[src/rtl/core/tccw_pkg.sv]
// Shared types and constants for the text console character writer.
// Holds field widths, operation, register and character codes, reset sizes and controller/datapath structs.
// No dependencies.
package tccw_pkg;

    localparam int OP_W       = 2;
    localparam int CHAR_W     = 8;
    localparam int RD_ROW_W   = 6;
    localparam int RD_COL_W   = 7;
    localparam int CUR_COL_W  = 7;
    localparam int CUR_ROW_W  = 6;
    localparam int BOX_LEFT_W = 7;
    localparam int BOX_TOP_W  = 6;
    localparam int BOX_RGT_W  = 8;
    localparam int BOX_BOT_W  = 7;
    localparam int CFG_IDX_W  = 2;
    localparam int CFG_DATA_W = 8;
    localparam int ROWS_CFG_W = 7;

    localparam logic [OP_W-1:0] OP_PUT   = 2'd0;
    localparam logic [OP_W-1:0] OP_READ  = 2'd1;
    localparam logic [OP_W-1:0] OP_CLEAR = 2'd2;

    localparam logic [CFG_IDX_W-1:0] REG_ROW_COUNT = 2'd0;
    localparam logic [CFG_IDX_W-1:0] REG_COL_COUNT = 2'd1;

    localparam logic [CHAR_W-1:0] CH_CR    = 8'd13;
    localparam logic [CHAR_W-1:0] CH_LF    = 8'd10;
    localparam logic [CHAR_W-1:0] CH_SPACE = 8'd32;

    localparam int RST_ROW_COUNT = 24;
    localparam int RST_COL_COUNT = 80;

    typedef struct packed {
        logic clear_step;
        logic exec;
        logic sweep_step;
        logic load_out;
    } ctrl_cmd_t;

    typedef struct packed {
        logic clear_last;
        logic need_scroll;
        logic sweep_last;
    } dp_status_t;

endpackage

[src/rtl/core/tccw_ctrl.sv]
// Controller state machine for the text console character writer.
// Sequences the reset clear pass, item execution, row sweep and result hand-off.
// Depends on tccw_pkg.
module tccw_ctrl
(
    input  logic                   clk,
    input  logic                   rst_n,
    input  logic                   in_valid,
    input  logic                   out_stall,
    input  tccw_pkg::dp_status_t   status,
    output tccw_pkg::ctrl_cmd_t    cmd,
    output logic                   in_stall,
    output logic                   out_valid
);

    typedef enum logic [1:0] {
        ST_CLEAR,
        ST_IDLE,
        ST_SWEEP,
        ST_RESULT
    } state_t;

    state_t state_reg;
    state_t state_next;
    logic   out_valid_reg;
    logic   out_valid_next;

    always_comb
    begin
        state_next     = state_reg;
        out_valid_next = out_valid_reg;
        cmd            = '0;
        if (out_valid_reg && !out_stall)
        begin
            out_valid_next = 1'b0;
        end
        case (state_reg)
            ST_CLEAR:
            begin
                cmd.clear_step = 1'b1;
                if (status.clear_last)
                begin
                    state_next = ST_IDLE;
                end
            end
            ST_IDLE:
            begin
                if (in_valid)
                begin
                    cmd.exec   = 1'b1;
                    state_next = status.need_scroll ? ST_SWEEP : ST_RESULT;
                end
            end
            ST_SWEEP:
            begin
                cmd.sweep_step = 1'b1;
                if (status.sweep_last)
                begin
                    state_next = ST_RESULT;
                end
            end
            ST_RESULT:
            begin
                if (!out_valid_reg || !out_stall)
                begin
                    cmd.load_out   = 1'b1;
                    out_valid_next = 1'b1;
                    state_next     = ST_IDLE;
                end
            end
            default:
            begin
                state_next = ST_IDLE;
            end
        endcase
    end

    always_ff @(posedge clk or negedge rst_n)
    begin
        if (!rst_n)
        begin
            state_reg     <= ST_CLEAR;
            out_valid_reg <= 1'b0;
        end
        else
        begin
            state_reg     <= state_next;
            out_valid_reg <= out_valid_next;
        end
    end

    assign in_stall  = (state_reg != ST_IDLE);
    assign out_valid = out_valid_reg;

endmodule

[config.mk]
export PLATFORM = sky130hd
export DESIGN_NAME = tccw_ctrl
export DESIGN_NICKNAME = d
export VERILOG_FILES = /design/src/rtl/core/tccw_pkg.sv /design/src/rtl/core/tccw_ctrl.sv
export SDC_FILE = /design/constraint.sdc
export NUM_CORES = 1
export LEC_CHECK = 0
export ABC_AREA = 1
export BUFFER_PORTS_ARGS = -buffer_cell sky130_fd_sc_hd__buf_2
export CORE_AREA = 2 2 39 41
export CTS_BUF_LIST = sky130_fd_sc_hd__clkbuf_4 sky130_fd_sc_hd__clkbuf_8 sky130_fd_sc_hd__clkbuf_16
export DETAILED_ROUTE_END_ITERATION = 10
export DIE_AREA = 0 0 41 43
export HOLD_SLACK_MARGIN = 0.1
export PLACE_DENSITY = 0.46
export SKIP_CTS_REPAIR_TIMING = 1
export SLEW_MARGIN = 20
export SYNTH_ARGS = -nofsm -noshare
export SYNTH_HDL_FRONTEND = slang
export SYNTH_SLANG_ARGS = --single-unit
[constraint.sdc]
create_clock -name clk -period 1.4 [get_ports clk]
set_input_delay 0 -clock clk [delete_from_list [all_inputs] [get_ports clk]]
set_output_delay 0 -clock clk [all_outputs]
set_load 0.02 [all_outputs]
==> flow_metrics.env, run 1 <==
export IMPL_cts_sinks=3
export IMPL_r2r_start="state_reg[0]"
export IMPL_drt_initial_drc_count=2
export IMPL_numCtsBuffers=3
export IMPL_design_core_area_sq_um=1384
export IMPL_synth_area_mux_share_pct=0
export IMPL_r2r_slack_ns=0.19
export IMPL_max_cap_viol_count=0
export IMPL_clock_latency_ns=0.23
export IMPL_max_slew_margin_rel_pct=89.17
export IMPL_route_detailed_drc=0
export IMPL_hold_viol_final=0
export IMPL_worst_path_max_fanout=4
export IMPL_overflow=0
export IMPL_syn_area_per_cell_sq_um=7.021
export IMPL_syn2layout_area_growth_pct=55.45
export IMPL_nets=68
export IMPL_cts_buffer_depth=2
export IMPL_n_antenna_cell=0
export IMPL_hpwl_um=388.9
export IMPL_final_max_slew_violation_count=0
export IMPL_grt_pass1_wl_um=724
export IMPL_std_cell_rows=14
export IMPL_path_clk_slew_ns=0.03
export IMPL_cp_arrival_ns=1.32
export IMPL_first_global_vias=194
export IMPL_worstReg2RegEnd="state_reg[0]"
export IMPL_hold_end="state_reg[0]"
export IMPL_synth_top_area_share_pct=29.70
export IMPL_hold_ws_ns=0.1715
export IMPL_skew_ns=0.001361
export IMPL_setup_viol=0
export IMPL_status="completed"
export IMPL_pin_count=13
export IMPL_root_buffer="clkbuf_4"
export IMPL_reg2reg_depth=6
export IMPL_hold_path_class="input port to flip-flop"
export IMPL_yosysUniqueCellTypes=10
export IMPL_fin_crit_ns=1.207
export IMPL_critPathKind="flip-flop to flip-flop"
export IMPL_ir_drop_mv=0.5622
export IMPL_synth_simple_area_share_pct=27.72
export IMPL_initial_core_util_pct=18.26
export IMPL_cts_tree="built"
export IMPL_p_leak_nw=0.2485
export IMPL_synth_compound_area_share_pct=5.941
export IMPL_gp_congestion=0.6262
export IMPL_synth_top_area_cell="dfrtp_1"
export IMPL_grt_max_degree=6
export IMPL_grt_use_total_pct=7.042
export IMPL_first_pass_iters=2
export IMPL_clock_fmax_ghz=0.8284
export IMPL_p_per_area_nw_per_um2=2197
export IMPL_post_place_ws_ns=0.1939
export IMPL_dr_total_vias=256
export IMPL_ys_top_cells_by_area="dfrtp_1, ha_1, nand2_1"
export IMPL_die_y_um=43
export IMPL_critPathCaptureType="flip-flop"
export IMPL_holdPathStages=6
export IMPL_dieArea_sq_um=1763
export IMPL_drive_above_1_share_pct=32.73
export IMPL_yosysWarningCount=0
export IMPL_vias_per_cell=3.606
export IMPL_syn_inst=36
export IMPL_critPathLaunchType="flip-flop"
export IMPL_ys_seq_elements=3
export IMPL_required_ns=1.51
export IMPL_syn_area_sq_um=252.7
export IMPL_worst_pin_slew_ns=0.1607
export IMPL_routed_wl_um=486
export IMPL_rsz0062_at_grt="false"
export IMPL_fin_setup_tns_ns=0
export IMPL_ant_nets=0
export IMPL_synth_fa_ha_area_share_pct=24.75
export IMPL_wl_per_cell_um=6.845
export IMPL_period_share_pct=86.23
export IMPL_die_x_um=41
export IMPL_synth_xor_area_share_pct=0
export IMPL_synth_nets=48
export IMPL_port_buffers=12
export IMPL_setup_ws_ns=0.1928
export IMPL_largest_reg_flops=2
export IMPL_htreeDepth=1
export IMPL_synth_top_family_by_area="simple AND/OR/NAND/NOR gates"
export IMPL_min_delay_start="status[1]"
export IMPL_antenna_found_initial=0
export IMPL_yosysSeqAreaShare_pct=29.70
==> worst max-delay path, stage by stage, from the launching register on <==
cell	delay, ns
dfrtp_1	0.38
inv_1	0.09
ha_1	0.22
nand2_1	0.07
nand2_1	0.08
o21ai_0	0.17
nand2_1	0.07
==> metal layers <==
layer	share of wire (%)	vias up	track usage, %
met4	0	0	8.000
met3	7.8	0	6.283
met2	46	6	8.750
met5	0	-	0
met1	46	105	5.825
li1	-	145	-
==> layout by cell type, fill, tap and decap left out, types with 2 or more instances in the layout <==
master         synthesis  layout
inv_1                  8       8
nand2_1               12      12
o21ai_0                2       2
ha_1                   5       5
clkbuf_4               0       4
dlygate4sd3_1          0       3
buf_2                  0      12
nor2_1                 2       2
dfrtp_1                3       3
==> synth_stat cells, drive strengths merged <==
| master | instances |
|---|---|
| o21ai | 2 |
| inv | 8 |
| dfrtp | 3 |
| nand2 | 13 |
| a21oi | 1 |
| nor2 | 3 |
| ha | 5 |
| nand3 | 1 |
==> worst max path at each step <==
stage                        end    startpoint  slack (ns)
finish              state_reg[0]  state_reg[0]        0.19
floorplan           state_reg[0]  state_reg[0]        0.20
global route        state_reg[0]  state_reg[1]        0.07
detailed placement  state_reg[0]  state_reg[1]        0.19
global placement    state_reg[1]  state_reg[1]        0.16
CTS                 state_reg[0]  state_reg[1]        0.19
==> logic make-up (layout without fill, tap and decap cells) <==
group | after synthesis | count (layout)
and+or+nand+nor | 17 | 17
buffers and inverters | 8 | 27
AOI/OAI and AO/OA | 3 | 3
DFF | 3 | 3
adders and majority gates | 5 | 5
==> stage by stage <==
step | cells | cell area, sq um | total power, mW | util [%]
6_report | 71 | 392.9 | 0.8632 | 28.39
2_1_floorplan | 36 | 252.7 | 0.5617 | -
5_1_grt | 71 | 392.9 | 0.9633 | 28.39
3_3_place_gp | 64 | 332.8 | 0.6963 | 24.05
4_1_cts | 68 | 362.8 | 0.8789 | 26.22
3_5_place_dp | 64 | 332.8 | 0.6940 | 24.05
==> cell type report <==
| class | instances | area, sq um |
|---|---|---|
| timing repair buffer | 15 | 90.09 |
| fill | 157 | 991.0 |
| clock buffer | 4 | 30.03 |
| inverter | 8 | 30.03 |
| sequential | 3 | 75.07 |
| tap | 16 | 20.02 |
| multi-input combinational | 25 | 147.6 |
==> power by group <==
part           internal, mW  leakage, nW  total, mW  switching [mW]
registers             0.136       0.0358      0.180          0.0448
logic                 0.192        0.194      0.514           0.322
clock network         0.126       0.0184      0.169          0.0429
total                 0.454        0.249      0.863           0.410
Power figures use the tool's default switching activity.
==> inputs of run 2 (changes only) <==
Clock period 1.4 ns to 1.29 ns, I/O delays scaled along.
==> run 2 against run 1 <==
Net effect: cell area stayed put; power is 9.8% higher; die area stayed put; register-to-register slack worse by 0.08 ns; non-clock buffer count stayed put; core utilization stayed put.
==> flow_metrics.env, run 2 (same netlist as run 1, synthesis figures left out) <==
export IMPL_rsz0062_at_grt="true"
export IMPL_cp_arrival_ns=1.29
export IMPL_worst_pin_slew_ns=0.1632
export IMPL_dieArea_sq_um=1763
export IMPL_die_x_um=41
export IMPL_wl_per_cell_um=7.592
export IMPL_final_max_slew_violation_count=0
export IMPL_post_route_util_pct=28.39
export IMPL_r2r_slack_ns=0.11
export IMPL_critPathLaunchType="flip-flop"
export IMPL_p_leak_nw=0.2486
export IMPL_critPathKind="flip-flop to flip-flop"
export IMPL_critPathCaptureType="flip-flop"
export IMPL_p_per_area_nw_per_um2=2413
export IMPL_syn2layout_area_growth_pct=55.45
export IMPL_overflow=0
export IMPL_hpwl_um=410.3
export IMPL_ant_nets=0
export IMPL_hold_end="state_reg[0]"
export IMPL_hold_path_class="input port to flip-flop"
export IMPL_drt_initial_drc_count=7
export IMPL_multi_input_area_sq_um=147.6
export IMPL_initial_core_util_pct=18.26
export IMPL_gp_congestion=0.6607
export IMPL_skew_ns=0.0006145
export IMPL_reg2reg_depth=6
export IMPL_port_buffers=12
export IMPL_std_cell_rows=14
export IMPL_vias_per_cell=3.451
export IMPL_cts_tree="built"
export IMPL_cts_sinks=3
export IMPL_numCtsBuffers=3
export IMPL_min_delay_start="status[1]"
export IMPL_max_slew_margin_rel_pct=89.12
export IMPL_grt_pass1_wl_um=765
export IMPL_path_clk_slew_ns=0.04
export IMPL_required_ns=1.40
export IMPL_largest_reg_flops=2
export IMPL_crit_path_frequent_cell="nand2_1"
export IMPL_cts_buffer_depth=2
export IMPL_holdPathStages=6
export IMPL_root_buffer="clkbuf_4"
export IMPL_ir_drop_mv=0.6286
export IMPL_worstReg2RegEnd="state_reg[1]"
export IMPL_n_antenna_cell=0
export IMPL_status="completed"
export IMPL_first_pass_iters=2
export IMPL_setup_viol=0
export IMPL_max_cap_viol_count=0
export IMPL_route_detailed_drc=0
export IMPL_grt_max_degree=6
export IMPL_fill_cells=164
export IMPL_fin_setup_tns_ns=0
export IMPL_first_global_vias=202
export IMPL_crit_family="flip-flops"
export IMPL_clock_latency_ns=0.23
export IMPL_seq_area_sq_um=75.07
export IMPL_antenna_found_initial=0
export IMPL_design_core_area_sq_um=1384
export IMPL_period_share_pct=91.56
export IMPL_slowest_delay_ns=0.41
export IMPL_critical_path_buf_inv_count=1
export IMPL_pin_count=13
export IMPL_die_y_um=43
export IMPL_crit_slowest_cell="dfrtp_1"
export IMPL_cp_cell_sequence="inv_1 > ha_1 > nand2_1 > nand2_2 > o21ai_1 > nand2_1"
export IMPL_hold_viol_final=0
export IMPL_mostFrequentLayoutCells="nand2_1, buf_2, inv_1"
export IMPL_grt_use_total_pct=6.942
export IMPL_worst_path_max_fanout=5
export IMPL_dr_total_vias=245
export IMPL_drive_above_1_share_pct=32.73
export IMPL_fin_crit_ns=1.181
export IMPL_clock_fmax_ghz=0.8466
export IMPL_nets=68
export IMPL_routed_wl_um=539
export IMPL_htreeDepth=1
export IMPL_r2r_start="state_reg[1]"
[run 2: metal layers]
metal	share of wire, %	track usage (%)	vias to the layer above
met2	43	8.438	6
met5	0	0	-
met4	0	2.000	0
met3	6.9	7.853	0
li1	-	-	145
met1	50	7.767	94
[run 2: worst max-delay path by stage]
stage | startpoint | endpoint | slack [ns] | cells after the start
6_report | state_reg[1] | state_reg[1] | 0.11 | 6
5_1_grt | state_reg[1] | state_reg[0] | -0.009 | 6
4_1_cts | state_reg[1] | state_reg[1] | 0.05 | 6
3_5_place_dp | state_reg[1] | state_reg[1] | 0.07 | 6
3_3_place_gp | state_reg[1] | state_reg[1] | 0.01 | 6
2_1_floorplan | state_reg[0] | state_reg[0] | 0.09 | 6
[run 2: where the power goes]
group	leakage (nW)	internal (mW)	switching (mW)
Clock	0.0184	0.137	0.0520
Sequential	0.0358	0.147	0.0527
Combinational	0.194	0.209	0.351
[run 2: cell type report]
cell class	count	share of cell area, %
clock buffers	4	7.643
multi-input cells	25	37.58
inverters	8	7.643
repair buffers	15	22.93
well taps	16	5.096
flip-flops and latches	3	19.11
[run 2: worst min-delay path: cells and delay by family]
kind / cells / cell delay (ns)
AND/OR/NAND/NOR: 5 / 0.26
buffers and inverters: 1 / 0.07
[run 2: per-stage QoR]
| step | hold slack (ns) | instances | total power [mW] | setup slack (ns) | area, sq um |
|---|---|---|---|---|---|
| floorplan | -0.2956 | 36 | 0.6096 | 0.08995 | 252.7 |
| global placement | -0.2002 | 64 | 0.7606 | 0.01398 | 332.8 |
| detailed placement | -0.2007 | 64 | 0.7578 | 0.06566 | 332.8 |
| CTS | -0.4546 | 68 | 0.9589 | 0.05371 | 362.8 |
| global route | 0.1892 | 71 | 1.052 | -0.009417 | 392.9 |
| finish | 0.1524 | 71 | 0.9482 | 0.1088 | 392.9 |
